[config.mk]
export PLATFORM = sky130hd
export DESIGN_NAME = mfb_front
export DESIGN_NICKNAME = d
export VERILOG_FILES = /design/src/rtl/mfb_pkg.sv /design/src/rtl/mfb_front.sv
export SDC_FILE = /design/constraint.sdc
export NUM_CORES = 1
export LEC_CHECK = 0
export ABC_AREA = 0
export BUFFER_PORTS_ARGS = -buffer_cell sky130_fd_sc_hd__buf_4
export CORE_MARGIN = 10
export CORE_UTILIZATION = 40
export CTS_CLUSTER_SIZE = 40
export DETAILED_ROUTE_END_ITERATION = 6
export PLACE_DENSITY = 0.71
export SETUP_SLACK_MARGIN = 0.2
export SLEW_MARGIN = 20
export SYNTH_ARGS = -nofsm -noshare
export SYNTH_HDL_FRONTEND = slang
export SYNTH_SLANG_ARGS = --single-unit
[constraint.sdc]
create_clock -name clk_i -period 15.2 [get_ports clk_i]
set_input_delay 2.28 -clock clk_i [delete_from_list [all_inputs] [get_ports clk_i]]
set_output_delay 2.28 -clock clk_i [all_outputs]
set_load 0.005 [all_outputs]
[src/rtl/mfb_pkg.sv]
package mfb_pkg;

  // Command codes
  localparam logic [2:0] CMD_PIXEL   = 3'd0;
  localparam logic [2:0] CMD_FILL    = 3'd1;
  localparam logic [2:0] CMD_BM_START = 3'd2;
  localparam logic [2:0] CMD_BM_BYTE = 3'd3;
  localparam logic [2:0] CMD_REFRESH = 3'd4;

  // Refresh stream command bytes
  localparam logic [7:0] PAGE_ADDR_BASE = 8'hB0;
  localparam logic [7:0] COL_LOW_CMD    = 8'h00;
  localparam logic [7:0] COL_HIGH_CMD   = 8'h10;

  // One unit of back-end work: a refresh step or a clipped draw region
  typedef struct packed {
    logic       is_refresh;
    logic [7:0] x_first;
    logic [7:0] x_last;
    logic [7:0] y_first;
    logic [7:0] y_last;
    logic [7:0] pattern;   // bit k: value of column x_first + k
  } op_t;

  // Back-end status seen by the front
  typedef struct packed {
    logic clearing;
  } back_status_t;

endpackage

[src/rtl/mfb_front.sv]
module mfb_front import mfb_pkg::*; #(
  parameter int PIXEL_WIDTH  = 128,
  parameter int PIXEL_HEIGHT = 64
) (
  input  logic         clk_i,
  input  logic         rst_ni,
  input  logic         in_valid_i,
  output logic         in_stall_o,
  input  logic [2:0]   command_i,
  input  logic [7:0]   x_i,
  input  logic [7:0]   y_i,
  input  logic [7:0]   width_i,
  input  logic [7:0]   height_i,
  input  logic         colour_i,
  input  logic [7:0]   image_byte_i,
  input  back_status_t status_i,
  input  logic         q_full_i,
  output logic         push_o,
  output op_t          push_op_o
);

  localparam logic [8:0] WL = 9'(PIXEL_WIDTH);
  localparam logic [8:0] HL = 9'(PIXEL_HEIGHT);

  logic [7:0] bm_left_q, bm_top_q, bm_cols_q, bm_rows_q, bm_row_q;
  logic [4:0] bm_byte_q;

  logic       accept;
  logic [8:0] fx_end, fy_end, fx_clip, fy_clip;
  logic [7:0] bm_base;
  logic [8:0] bm_span, bm_colend, bx0, bx_end, bx_clip, by;
  logic       bm_active;
  logic [5:0] per_row, byte_next;
  logic [7:0] inv_rev;
  op_t        op;
  logic       want;

  assign in_stall_o = q_full_i || status_i.clearing;
  assign accept     = in_valid_i && !in_stall_o;

  // Classify the request and clip it to the screen
  always_comb begin
    fx_end    = {1'b0, x_i} + {1'b0, width_i};
    fy_end    = {1'b0, y_i} + {1'b0, height_i};
    fx_clip   = (fx_end > WL) ? WL : fx_end;
    fy_clip   = (fy_end > HL) ? HL : fy_end;
    bm_base   = {bm_byte_q, 3'b000};
    bm_span   = {1'b0, bm_base} + 9'd8;
    bm_colend = (bm_span > {1'b0, bm_cols_q}) ? {1'b0, bm_cols_q} : bm_span;
    bx0       = {1'b0, bm_left_q} + {1'b0, bm_base};
    bx_end    = {1'b0, bm_left_q} + bm_colend;
    bx_clip   = (bx_end > WL) ? WL : bx_end;
    by        = {1'b0, bm_top_q} + {1'b0, bm_row_q};
    bm_active = (bm_cols_q != 8'd0) && (bm_row_q < bm_rows_q);
    per_row   = 6'(({1'b0, bm_cols_q} + 9'd7) >> 3);
    byte_next = {1'b0, bm_byte_q} + 6'd1;
    for (int k = 0; k < 8; k++) inv_rev[k] = ~image_byte_i[7-k];

    op            = '0;
    op.is_refresh = 1'b0;
    op.x_first    = x_i;
    op.x_last     = x_i;
    op.y_first    = y_i;
    op.y_last     = y_i;
    op.pattern    = {8{colour_i}};
    want          = 1'b0;
    unique case (command_i)
      CMD_PIXEL: begin
        want = ({1'b0, x_i} < WL) && ({1'b0, y_i} < HL);
      end
      CMD_FILL: begin
        op.x_last = 8'(fx_clip - 9'd1);
        op.y_last = 8'(fy_clip - 9'd1);
        want = ({1'b0, x_i} < fx_clip) && ({1'b0, y_i} < fy_clip);
      end
      CMD_BM_BYTE: begin
        op.x_first = bx0[7:0];
        op.x_last  = 8'(bx_clip - 9'd1);
        op.y_first = by[7:0];
        op.y_last  = by[7:0];
        op.pattern = inv_rev;
        want = bm_active && (bx0 < WL) && (by < HL);
      end
      CMD_REFRESH: begin
        op.is_refresh = 1'b1;
        want = 1'b1;
      end
      default: want = 1'b0;
    endcase
  end

  assign push_o    = accept && want;
  assign push_op_o = op;

  // Hold bitmap origin, size and cursors
  always_ff @(posedge clk_i or negedge rst_ni) begin
    if (!rst_ni) begin
      bm_left_q <= '0;
      bm_top_q  <= '0;
      bm_cols_q <= '0;
      bm_rows_q <= '0;
      bm_row_q  <= '0;
      bm_byte_q <= '0;
    end else if (accept) begin
      if (command_i == CMD_BM_START) begin
        bm_left_q <= x_i;
        bm_top_q  <= y_i;
        bm_cols_q <= width_i;
        bm_rows_q <= height_i;
        bm_row_q  <= '0;
        bm_byte_q <= '0;
      end else if (command_i == CMD_BM_BYTE && bm_active) begin
        if (byte_next >= per_row) begin
          bm_byte_q <= '0;
          bm_row_q  <= bm_row_q + 8'd1;
        end else begin
          bm_byte_q <= byte_next[4:0];
        end
      end
    end
  end

endmodule

==> impl_metrics.ini <==
[run_status]
status = finished clean

[critical_path]
cp_slowest_stage_delay_ns = 0.36
cp-start-kind = primary input
cp_slowest_cell = a211o_1
crit_chain = buf_4 -> ha_1 -> inv_1 -> fa_1 -> nor2b_4 -> o21a_1 -> or3_1 -> a211o_1 -> o21ai_2 -> and2_1 -> nand2b_1 -> ha_1 -> a21o_1 -> a21oi_1 -> o21ai_0 -> a31oi_1 -> a21oi_1 -> nor3_2 -> buf_4
required_ns = 12.92
crit_family = compound AO/OA/AOI/OAI gates
crit_type = primary input to output pin
worstPathArrival_ns = 5.79
cp.buffers_inverters = 3
worstSetupEndpointType = output pin
path_max_fanout = 10

[worst_hold_path]
hold_path.class = register to register

[route]
wl_per_cell_um = 17.09
routed_wl_um = 16510
first_pass_iters = 5
antenna_left = 0
post-route-drc-count = 0
vias_per_cell = 5.468
dr.first_iter.drc_count = 422
num_vias = 5282

[global_routing]
antenna_found_initial = 0
grt_max_degree = 46
overflow = 0
grtUsageTotal_pct = 18.01
grt_first_pass_wirelength_um = 26950
grt_pass1_vias = 5177

[synth]
yosys.cell_types.count = 71
yosys-top-cells-area = dfrtp_1, ha_1, nand2_1
synthesis.nets = 836
ys_ff_latch = 45
netlist_area_um2 = 5378
synth_top_flop_cell = dfrtp_1
synthArstFlopShare_pct = 100.0
post_synth.cell_area_avg_um2 = 7.585
netlist_instances = 709
yosysWarnings = 0
synth_edf_count = 0
synth_area_leader_cell = dfrtp_1
synth_top_area_share_pct = 20.94
synth.yosys.seq_area_share_pct = 20.94

[floorplan]
ios = 92
fp.dieW_um = 136.0
core_area_um2 = 13190
start_util_pct = 40.77
die-area_um2 = 18480
rows = 42
die_h_um = 136.0

[placement]
dp.cells = 958
portBuffers = 91
gp_congestion = 0.9371
hpwl_um = 13210
pre_cts_ws_ns = 7.186

[clock_network]
post_cts_buffers = 0
cts_inserted_buffers = 5
tritoncts = done
path_clk_slew_ns = 0.06
cts.sinks = 45
cts.repair.resized = 0
htree_levels = 2
cts_root_buf = clkbuf_16
ctsHoldBuffers = 0
clk_latency_ns = 0.29
cts_buffer_depth = 2

[finish]
post_route_cells_drive_above_1_share_pct = 15.06
fillCellCount = 1321
n_antenna_cell = 0
register_area_um2 = 1126
multi_input_area_um2 = 4016
area_growth_pct = 18.78
final_nets = 916
fin_cells = 966

[sta]
worst_clock_skew_ns = 0.005145
layout_setup_ws_ns = 7.132
tns_ns = 0
worst_pin_slew_ns = 1.006
finalSetupViolations = 0
fmax_mhz = 124.0
period_needed_ns = 8.068
period_share_pct = 53.08
relSlewSlack_pct = 32.96
maxSlewViolCount = 0
rsz0062_at_grt = false
final_hold_viol_count = 0

[power]
ir_drop_mv = 0.05117
power.density_nw_per_um2 = 114.6
p_leak_nw = 3.145

[job]
drv_cap = 0
[cells by family (layout without fill, tap and decap cells)]
family          count (synthesis)  after routing  share of synthesized area [%]
mux                             5              5                          1.000
flops                          45             45                          20.94
compound gates                185            185                          22.22
buf+inv                        60            141                          4.421
xor+xnor                       40             40                          6.515
simple gates                  295            295                          25.99
other cells                     1              1                        0.06973
fa+ha+maj                      78             78                          18.85
[power breakdown]
part | switching [mW] | internal (mW)
combinational | 0.249 | 0.183
clock | 0.0469 | 0.0822
sequential | 0.0269 | 0.144
[Yosys cell counts, types with 7 or more instances]
cell / n
xor2_1: 19
inv_1: 38
dfrtp_1: 45
a21oi_1: 35
clkbuf_1: 16
nand2_1: 135
a211oi_1: 9
xnor2_1: 21
o22ai_1: 7
nand2b_1: 13
nor3_1: 14
nand3_1: 17
a21o_1: 20
o21ai_1: 18
and2_1: 13
nand4_1: 11
o21ai_0: 47
ha_1: 73
nor2_1: 48
[worst reg2reg max path, delay by kind of cell (launching register included)]
family	cells	cell delay, ns
and+or+nand+nor	5	1.09
adders and majority gates	1	0.26
DFF	1	0.40
AOI/OAI and AO/OA	5	1.14
[worst paths after layout]
| kind | from | end | slack [ns] | cells after the start |
|---|---|---|---|---|
| max in group asynchronous | rst_ni | bm_cols_q[1] | 12.81 | 1 |
| hold / removal | bm_top_q[6] | bm_top_q[6] | 0.49 | 2 |
| setup / recovery | y_i[0] | push_o | 7.13 | 19 |
| hold reg to reg | bm_top_q[6] | bm_top_q[6] | 0.49 | 2 |
| setup reg to reg | bm_cols_q[0] | bm_byte_q[3] | 12.20 | 11 |
| min in group asynchronous | rst_ni | bm_rows_q[7] | 1.98 | 1 |
[sequential cells by signal, indices dropped and copies added (netlist names)]
register and count:
bm_cols_q 8, bm_byte_q 5, bm_row_q 8, bm_rows_q 8, bm_left_q 8, bm_top_q 8
[layout make-up]
| class | instances | area share [%] |
|---|---|---|
| multi-input cells | 604 | 62.88 |
| clock inverters | 1 | 0.4701 |
| well taps | 176 | 3.448 |
| flip-flops and latches | 45 | 17.63 |
| clock buffers | 7 | 2.233 |
| inverters | 39 | 2.292 |
| repair buffers | 94 | 11.05 |
[stage by stage]
stage	instance area, um^2	utilization (%)	total power, mW	hold WS [ns]
floorplan	5378	-	0.4766	0.4467
global placement	6215	47.12	0.5922	0.4669
detailed placement	6215	47.12	0.5960	0.4695
CTS	6387	48.43	0.7320	0.4900
global route	6387	48.43	0.7995	0.5170
finish	6387	48.43	0.7318	0.4856
[layout by cell type (no fill, tap or decap), types with 9 or more instances in the layout]
cell type	instances
nand2_1	135
buf_4	94
ha_1	73
nor2_1	47
o21ai_0	47
dfrtp_1	45
inv_1	38
a21oi_1	35
xnor2_1	21
a21o_1	20
xor2_1	19
o21ai_1	18
nand3_1	17
nor3_1	14
and2_1	13
nand2b_1	13
nand4_1	11
a211oi_1	9
[per-layer routing]
layer / track usage (%) / part of all wire [%] / vias up
met2: 29.99 / 46 / 153
met5: 0 / 0 / -
met4: 2.663 / 1.1 / 0
met3: 4.834 / 6.3 / 20
li1: - / - / 2685
met1: 23.21 / 46 / 2424
Power figures use the tool's default switching activity.
