File: config.mk
export PLATFORM = sky130hd
export DESIGN_NAME = mfb_queue
export DESIGN_NICKNAME = d
export VERILOG_FILES = /design/src/rtl/mfb_pkg.sv /design/src/rtl/mfb_queue.sv
export SDC_FILE = /design/constraint.sdc
export NUM_CORES = 1
export LEC_CHECK = 0
export ABC_AREA = 1
export BUFFER_PORTS_ARGS = -buffer_cell sky130_fd_sc_hd__buf_4
export CORE_UTILIZATION = 52
export DETAILED_ROUTE_END_ITERATION = 10
export GPL_TIMING_DRIVEN = 0
export PLACE_DENSITY = 0.76
export SLEW_MARGIN = 5
export SYNTH_ARGS = -nofsm -noshare
export SYNTH_HDL_FRONTEND = slang
export SYNTH_SLANG_ARGS = --single-unit
File: constraint.sdc
create_clock -name clk_i -period 3.55 [get_ports clk_i]
set_input_delay 0.355 -clock clk_i [delete_from_list [all_inputs] [get_ports clk_i]]
set_output_delay 0.355 -clock clk_i [all_outputs]
set_load 0.03 [all_outputs]
File: src/rtl/mfb_pkg.sv
package mfb_pkg;

  // Command codes
  localparam logic [2:0] CMD_PIXEL   = 3'd0;
  localparam logic [2:0] CMD_FILL    = 3'd1;
  localparam logic [2:0] CMD_BM_START = 3'd2;
  localparam logic [2:0] CMD_BM_BYTE = 3'd3;
  localparam logic [2:0] CMD_REFRESH = 3'd4;

  // Refresh stream command bytes
  localparam logic [7:0] PAGE_ADDR_BASE = 8'hB0;
  localparam logic [7:0] COL_LOW_CMD    = 8'h00;
  localparam logic [7:0] COL_HIGH_CMD   = 8'h10;

  // One unit of back-end work: a refresh step or a clipped draw region
  typedef struct packed {
    logic       is_refresh;
    logic [7:0] x_first;
    logic [7:0] x_last;
    logic [7:0] y_first;
    logic [7:0] y_last;
    logic [7:0] pattern;   // bit k: value of column x_first + k
  } op_t;

  // Back-end status seen by the front
  typedef struct packed {
    logic clearing;
  } back_status_t;

endpackage

File: src/rtl/mfb_queue.sv
module mfb_queue import mfb_pkg::*; (
  input  logic clk_i,
  input  logic rst_ni,
  input  logic push_i,
  input  op_t  push_op_i,
  output logic full_o,
  input  logic pop_i,
  output op_t  head_op_o,
  output logic empty_o
);

  op_t        slot_q [2];
  logic       wr_ptr_q, rd_ptr_q;
  logic [1:0] count_q;

  assign full_o    = (count_q == 2'd2);
  assign empty_o   = (count_q == 2'd0);
  assign head_op_o = slot_q[rd_ptr_q];

  // Store requests
  always_ff @(posedge clk_i) begin
    if (push_i) slot_q[wr_ptr_q] <= push_op_i;
  end

  // Advance pointers and fill level
  always_ff @(posedge clk_i or negedge rst_ni) begin
    if (!rst_ni) begin
      wr_ptr_q <= 1'b0;
      rd_ptr_q <= 1'b0;
      count_q  <= 2'd0;
    end else begin
      if (push_i) wr_ptr_q <= ~wr_ptr_q;
      if (pop_i) rd_ptr_q <= ~rd_ptr_q;
      unique case ({push_i, pop_i})
        2'b10:   count_q <= count_q + 2'd1;
        2'b01:   count_q <= count_q - 2'd1;
        default: count_q <= count_q;
      endcase
    end
  end

endmodule

==> out/summary.md, run 1 <==
The flow ran to the end, and the final reports show no timing, DRC or antenna violations. The first global-routing pass estimated 9220 um of wire. After floorplanning, the core was sized to cover 0.00635 sq mm. The fraction of the cycle the final worst path needs works out to 0.487. edfxtp_1 is the most common cell in the netlist. The die is 83.0 um tall. Sorting the synthesized cells by area gives the leading types as edfxtp_1, o21ai_2, inv_1.

The via count of the first global-routing pass was 1981. The run gives 0.177 as the overall routing resource usage. The source of the worst hold timing path is push_op_i[14]. The sequential share of power was 0.364; the share of flip-flops with an asynchronous set or reset after synthesis was 0.0465. The clock share of power was 0.182. Clock root buffer master: clkbuf_8. Clock-pin slew was measured on the worst setup and hold paths at 0.08 ns. The biggest cell delay along the critical path is 0.39 ns. Highest-delay cell along the critical path: dfrtp_1. At the end of routability-driven placement, the weighted congestion stood at 0.692.

Synthesis inferred 86 register bits. For the share of synthesized area occupied by flip-flops and latches, the log shows 0.751. The count of buffers added on input and output ports is 87. The cell row count was 29. For the worst setup path, the data required time is 3.19 ns.

The run gives 284 as the net count after synthesis. The total grt overflow was 0. The synthesized design contains 82 enable-type register cells. Post-CTS setup repair buffer count: 0. Kind of critical path: register to output port. The count of nets left with antenna violations once routing finished came out at 0. The number of antenna diodes in the final layout is 0. The number of nets in the final layout came out at 385. The number of max-cap violations is 0, and the share of synthesized area spent on multiplexers is 0. The number of cells produced by synthesis is 238, and the count of warnings emitted by yosys is 0. The total iterations of the first detailed-routing run was 4. Relative contribution of combinational cells to total power: 0.453. For the iteration-0 DRC count of the detailed router, the log shows 85.

Summed over all layers, the routed wires come to 5680 um. The share of total power consumed by net switching is 0.379. Critical register-to-register path startpoint: wr_ptr_q$_DFFE_PN0P_. The total net switching power is 1.47 mW, and the final cell count without fillers is 421. On the final layout, the worst hold slack is 0.191 ns. The number of logic stages on the critical path including buffering was 4; the number of H-tree levels was 3. The share of layout cells above drive strength 1 is 0.416. In this run the horizontal extent of the chip is 83.0 um. Derived from the worst setup path, the maximum achievable clock frequency is 579 MHz. Entering global routing, the biggest net connects 23 pins.

The post-synthesis share of cell area spent on xor and xnor gates is 0.00770, and the worst clock skew is 0.00703 ns. The tools report the remaining max-slew budget at the tightest pin as 0.522. The tools report the startpoint kind of the worst setup timing path as a register. Dividing the detail-routed wire length by the instance count gives 13.5 um. After detailed routing, the number of remaining DRC violations is 0. The arrival time of the worst setup path was 1.37 ns. The clock drives 86 sinks. The tools report the capture point of the worst reg-to-reg path as slot_q[0][37]$_DFFE_PP_. By count the netlist is led by edfxtp_1, inv_1, nand2_1. Traced cell by cell, the critical path runs through buf_6 > buf_8 > o21ai_2 > buf_4.

The growth of design area from synthesis to finish was 30.1%; the total clock buffers created by CTS was 9. The tools report the starting utilization of the core area as 0.537. The number of different library cells used by synthesis comes to 16.

The number of cells on the worst reg-to-reg path is 2. Placed cell count: 404. The proportion of netlist area held by the largest area contributor works out to 0.722.

The path with the worst hold slack has its endpoint at slot_q[1][14]$_DFFE_PP_. The clock passes through at most 2 buffers. The worst path needs 1.73 ns of the cycle, external delays included.

The cell type with the largest total area after synthesis was edfxtp_1. The worst-case IR drop observed on VDD is 478 uV. Setup slack on the worst reg-to-reg path comes out at 1.98 ns. In the synthesized netlist the dominant register cell turns out to be edfxtp_1. Setup violations remaining at the end of the flow were counted as 0. The complex-gate fraction of the synthesized area was 0.0931.

The critical path's top delay family was buffers and inverters. The internal power of the cells was 2.40 mW. Along the worst path, the maximum fanout reaches 10. The logs give 0 for the number of antenna violations at the first check in global routing and 0.34 ns for the later-pin clock latency in the skew report. The final hold violation count came out at 0. The worst setup path is captured at an output port. For this design the ratio of total power to cell area is 872 mW/mm^2. TritonCTS built the clock tree. The instance count along the most critical hold path came out at 1. Setup repair after global routing left no endpoint under its margin. The floorplan step defined a die boundary enclosing 0.00689 sq mm.

Static leakage: 1.91 nW. Detailed placement finished with a half-perimeter wire length of 3890 um. The share of synthesized cell area in and, or, nand and nor gates was 0.0572; the mapped cell area was 0.00341 sq mm. The transition time at the pin with the least slew margin is 0.715 ns.

In this run the worst hold path is classified as input pin to register. 88 I/O pins were placed. The adder-cell area share of the yosys netlist came out at 0.00367. Number of buffers and inverters on the critical path: 3. The largest family of logic cells by synthesized area was compound AO/OA/AOI/OAI gates. The number of pins with negative max-slew slack in the final report is 0, and the number of vias per cell is 4.76. The tools report the total via count after detailed routing as 2003. Each instance of the synthesized netlist takes up on average 14.3 sq um.
[stage by stage]
stage | cell area (sq um) | util | total power [mW] | worst slack (ns) | TNS (ns)
2_1_floorplan | 3410 | - | 2.60 | 0.973 | 0
3_3_place_gp | 4160 | 0.655 | 3.15 | -0.108 | -4.37
5_1_grt | 4440 | 0.699 | 4.06 | 1.73 | 0
6_report | 4440 | 0.699 | 3.87 | 1.82 | 0
3_5_place_dp | 4220 | 0.665 | 3.22 | 1.87 | 0
4_1_cts | 4440 | 0.699 | 3.92 | 1.80 | 0
[worst reg2reg max path, delay by kind of cell (launching register included)]
kind	cells	cell delay, ns
and+or+nand+nor	1	0.59
buffers and inverters	1	0.25
DFF	1	0.43
[area by class of cell]
| class | instances | area (sq um) |
|---|---|---|
| inverters | 47 | 176 |
| multi-input cells | 96 | 559 |
| clock buffers | 11 | 131 |
| repair buffers | 90 | 718 |
| plain buffers | 9 | 121 |
| clock inverters | 5 | 73.8 |
| fillers | 434 | 1910 |
| flip-flops and latches | 86 | 2560 |
| well taps | 77 | 96.3 |
[logic make-up (layout without fill, tap and decap cells)]
kind of cell,Yosys count,in the layout
compound gates,41,41
buf+inv,56,162
xor+xnor,3,3
fa+ha+maj,1,1
simple gates,51,51
flops,86,86
[worst max path at each step]
stage / from / end / slack [ns]
global route: rd_ptr_q$_DFFE_PN0P_ / head_op_o[28] / 1.73
floorplan: wr_ptr_q$_DFFE_PN0P_ / slot_q[0][0]$_DFFE_PP_ / 0.97
finish: rd_ptr_q$_DFFE_PN0P_ / head_op_o[25] / 1.82
global placement: push_i / slot_q[0][16]$_DFFE_PP_ / -0.11
CTS: rd_ptr_q$_DFFE_PN0P_ / head_op_o[26] / 1.80
detailed placement: push_i / slot_q[0][23]$_DFFE_PP_ / 1.87
[layer usage]
layer / global-route usage / up-vias / wire [um]
met5: 0 / - / 0
met4: 0.0987 / 0 / 131
met3: 0.0437 / 12 / 266
met2: 0.300 / 59 / 3000
met1: 0.207 / 925 / 2280
li1: - / 1007 / -
[sequential cells by signal, indices dropped and copies added, names as in the netlist]
signal and cells:
count_q 2, rd_ptr_q 1, slot_q 82, wr_ptr_q 1
[power by group through the flow]
stage                     Combinational [mW]  Clock, mW  Sequential [mW]
after floorplan                         1.17          0             1.42
after global placement                  1.72          0             1.44
after detailed placement                1.78          0             1.44
after CTS                               1.79      0.724             1.41
after global routing                    1.87      0.759             1.43
final                                   1.75      0.705             1.41
[layout by cell type, fill, tap and decap left out]
master,Yosys,layout
dfrtp_1,4,4
clkinv_1,0,1
edfxtp_1,82,82
nor2_4,0,1
inv_2,0,1
buf_6,1,1
nand4_1,1,1
clkbuf_2,1,1
buf_4,0,87
o21ai_2,30,30
clkbuf_8,0,9
ha_1,1,1
xnor2_1,1,1
o21ai_0,10,10
bufinv_16,0,2
nand3_1,1,1
buf_16,0,2
clkbuf_1,0,2
clkinv_2,0,2
o21ai_1,1,1
xor2_1,2,2
dlygate4sd3_1,0,1
inv_1,47,46
nor2_1,3,2
nand2_1,46,46
buf_8,7,7
[what timing repair did]
item,in CTS,in global routing
hold buffers,1,0
endpoints found under the hold margin,4,0
gates resized for setup,0,0
(Power assumes the default switching activity.)
==> run 2: changes to the inputs <==
Settings changed: CORE_UTILIZATION 52 to 47, PLACE_DENSITY 0.76 to 0.72.
Clock period 3.55 ns to 1.4 ns, I/O delays scaled along.
==> run 2 against run 1 <==
  * The flow now finishes with violations (setup timing)
  * Critical endpoint is now head_op_o[1]
  * Critical path type unchanged
  * Die area increased by 10%
  * Combinational power grew to 3.0 times the previous value
  * Register-to-register slack worse by 1.9 ns
  * Routed wire length is 22% higher
  * Non-clock buffer count rose by 42
  * First-iteration DRC count decreased by 8.2%
==> out/summary.md, run 2 (synthesis results as in run 1) <==
The tools report the critical register-to-register path startpoint as wr_ptr_q$_DFFE_PN0P_. For the routed length on met3, the log shows 264 um. The flow ran to the end, but the final reports show violations.

Across the run, the number of max-cap violations was 0. STA classifies the critical path endpoint as an output port. The share of layout cells above drive strength 1 is 0.395.

In the routed design, unresolved DRC markers number 0. For the number of pins with negative max-slew slack in the final report, the log shows 0. Number of antenna violations at the first check in global routing: 0. Routed length on met2: 3680 um. Leaving out fill and tap cells, the most frequent cells in the layout are edfxtp_1, buf_4, inv_1.

The arrival time of the worst setup path was 1.39 ns; the routed length on met1 was 2910 um. TritonCTS built the clock tree. The total iterations of the first detailed-routing run is 4, and the filler cell count in the final layout is 465. The number of antenna repair diodes came out at 0.

The biggest cell delay along the critical path is 0.41 ns. The growth of design area from synthesis to finish was 49.3%. For the worst setup path, the data required time is 1.26 ns. The run gives 2.12 nW as the static leakage.

Static timing analysis puts the maximum clock frequency at 652 MHz. In this run the worst setup path begins at rd_ptr_q$_DFFE_PN0P_. The total clock buffers created by CTS came out at 9. The total grt overflow was 0; the via count of the first global-routing pass was 2276.

The largest registers in the layout are slot_q: 82 flops, count_q: 2 flops. The register with the most flip-flops in the layout has 82 of them. For the pin with the worst max-slew slack, the measured transition is 0.393 ns.

The routed design could run at a clock period as short as 1.53 ns. The tools report the final count of negative-setup-slack endpoints as 41. Setup slack after layout: -0.135 ns. The class of the tightest hold or removal check is input pin to asynchronous set/reset pin. The post-detailed-route count of antenna-violating nets is 0.

Detail-routed net length per standard cell: 14.2 um. Total power for the finished layout comes to 10.5 mW. The run gives 3660 um as the placed wire-length estimate after detailed placement. The top routing layer in use was met4. The die is 87.2 um wide.

Before CTS, the worst setup slack after placement is -0.428 ns. After floorplanning, the core was sized to cover 0.00691 sq mm. The final hold violation count is 0, and the worst clock skew is 0.00822 ns. The first global-routing pass estimated 10600 um of wire. The tools report the starting utilization of the core area as 0.494. Final hold analysis gives a worst-case slack of 0.127 ns. In this run the core area contains 30 standard-cell rows. For the overall die area, the log shows 0.00760 sq mm. The logs give 2 for the largest buffer count on any clock path and 3 for the number of H-tree levels. slot_q holds more flip-flops than any other register. Setup repair after global routing could not meet its margin everywhere. The later pin in the worst-skew pair is clocked with a latency of 0.34 ns. The run gives 0.738 as the remaining max-slew budget at the tightest pin.

The die is 87.2 um tall. Port buffering added 87 buffers. The iteration-0 DRC count of the detailed router was 78.

The logs give 2274 for the total via count after detailed routing and 0.191 for the overall routing resource usage. The signal on the critical path passes through buf_12 > buf_8 > o21ai_2 > buf_6. In this run the clock root is driven by a clkbuf_8.

Of all nets on the critical path, the largest fanout is 10. The fraction of the cycle the final worst path needs works out to 1.10. After clock tree synthesis, the clock-pin slew on the worst setup and hold paths is 0.07 ns.

The number of vias per cell works out to 4.66. 88 I/O pins were placed. Entering global routing, the biggest net connects 14 pins. For this design, the sink count on the clock tree is 86.

For this block, the routed nets add up to 6950 um of wire. By startpoint and endpoint, the worst setup path is classified as register to output port. The checks that failed: setup timing. The startpoint kind of the worst setup timing path was a register. IR analysis of the VDD net gives a maximum drop of 1190 uV. End-of-flow core utilization: 0.738. The library cell used most frequently in the layout, excluding fill and tap cells, is edfxtp_1.

Among all stages on the critical path, the largest delay is contributed by dfrtp_1. For this run, the post-layout net count is 433. The congestion estimate from routability-driven global placement came to 0.651.

The total power density per cell area came out at 2060 mW/mm^2.
[run 2: cell count changes in the layout (fill, tap and decap cells not counted), moves of 5 or more]
cell | before | now
nand2_1 | 46 | 41
buf_4 | 87 | 57
clkinvlp_4 | 0 | 5
dlygate4sd3_1 | 1 | 44
o21ai_4 | 0 | 7
o21ai_2 | 30 | 24
o21ai_1 | 1 | 8
buf_6 | 1 | 30
o21ai_0 | 10 | 2
[run 2: layout make-up]
type / instances / area, sq um / share of cell area
Buffer: 9 / 133 / 0.0260
Sequential cell: 86 / 2560 / 0.503
Inverter: 47 / 180 / 0.0354
Clock inverter: 4 / 47.5 / 0.00933
Timing Repair Buffer: 132 / 1230 / 0.241
Clock buffer: 12 / 135 / 0.0265
Multi-Input combinational cell: 99 / 667 / 0.131
Timing Repair inverter: 3 / 22.5 / 0.00442
Tap cell: 96 / 120 / 0.0236
[run 2: timing repair]
action	CTS	global route
hold buffers	44	0
pin swaps	2	0
endpoints found under the setup margin	123	47
buffers inserted	0	1
gates cloned	6	0
hold endpoints to repair	88	0
gates resized for setup	40	21
[run 2: critical path, delay by kind of cell, from the launching register on]
| kind | cells | cell delay, ns |
|---|---|---|
| AO/OA/AOI/OAI | 1 | 0.17 |
| buffers and inverters | 3 | 0.47 |
| flip-flops | 1 | 0.41 |
[run 2: stage by stage]
| stage | TNS [ns] | cells | cell area (sq um) |
|---|---|---|---|
| finish | -4.10 | 488 | 5090 |
| CTS | -4.80 | 487 | 5000 |
| floorplan | -4.20 | 238 | 3430 |
| detailed placement | -34.63 | 421 | 4200 |
| global placement | -35.21 | 421 | 4200 |
| global route | -6.67 | 488 | 5090 |
[run 2: final timing paths]
kind	to	slack [ns]	depth (start not counted)
min reg2reg	count_q[1]$_DFFE_PN0P_	0.51	2
max in group asynchronous	wr_ptr_q$_DFFE_PN0P_	1.16	2
max reg2reg	slot_q[1][17]$_DFFE_PP_	0.11	2
max	head_op_o[1]	-0.13	4
min	rd_ptr_q$_DFFE_PN0P_	0.13	2
min in group clk_i	slot_q[1][40]$_DFFE_PP_	0.38	4
[run 2: per-layer routing]
metal / vias up / track usage
met3: 10 / 0.0360
met5: - / 0
li1: 1104 / -
met2: 67 / 0.333
met4: 0 / 0.0775
met1: 1093 / 0.236
[run 2: power breakdown]
group	internal, mW	leakage [nW]	switching [mW]	total (mW)
combinational	2.12	1.21	3.09	5.21
clock	0.822	0.0904	0.807	1.63
sequential	3.42	0.816	0.215	3.64
total	6.36	2.12	4.11	10.5
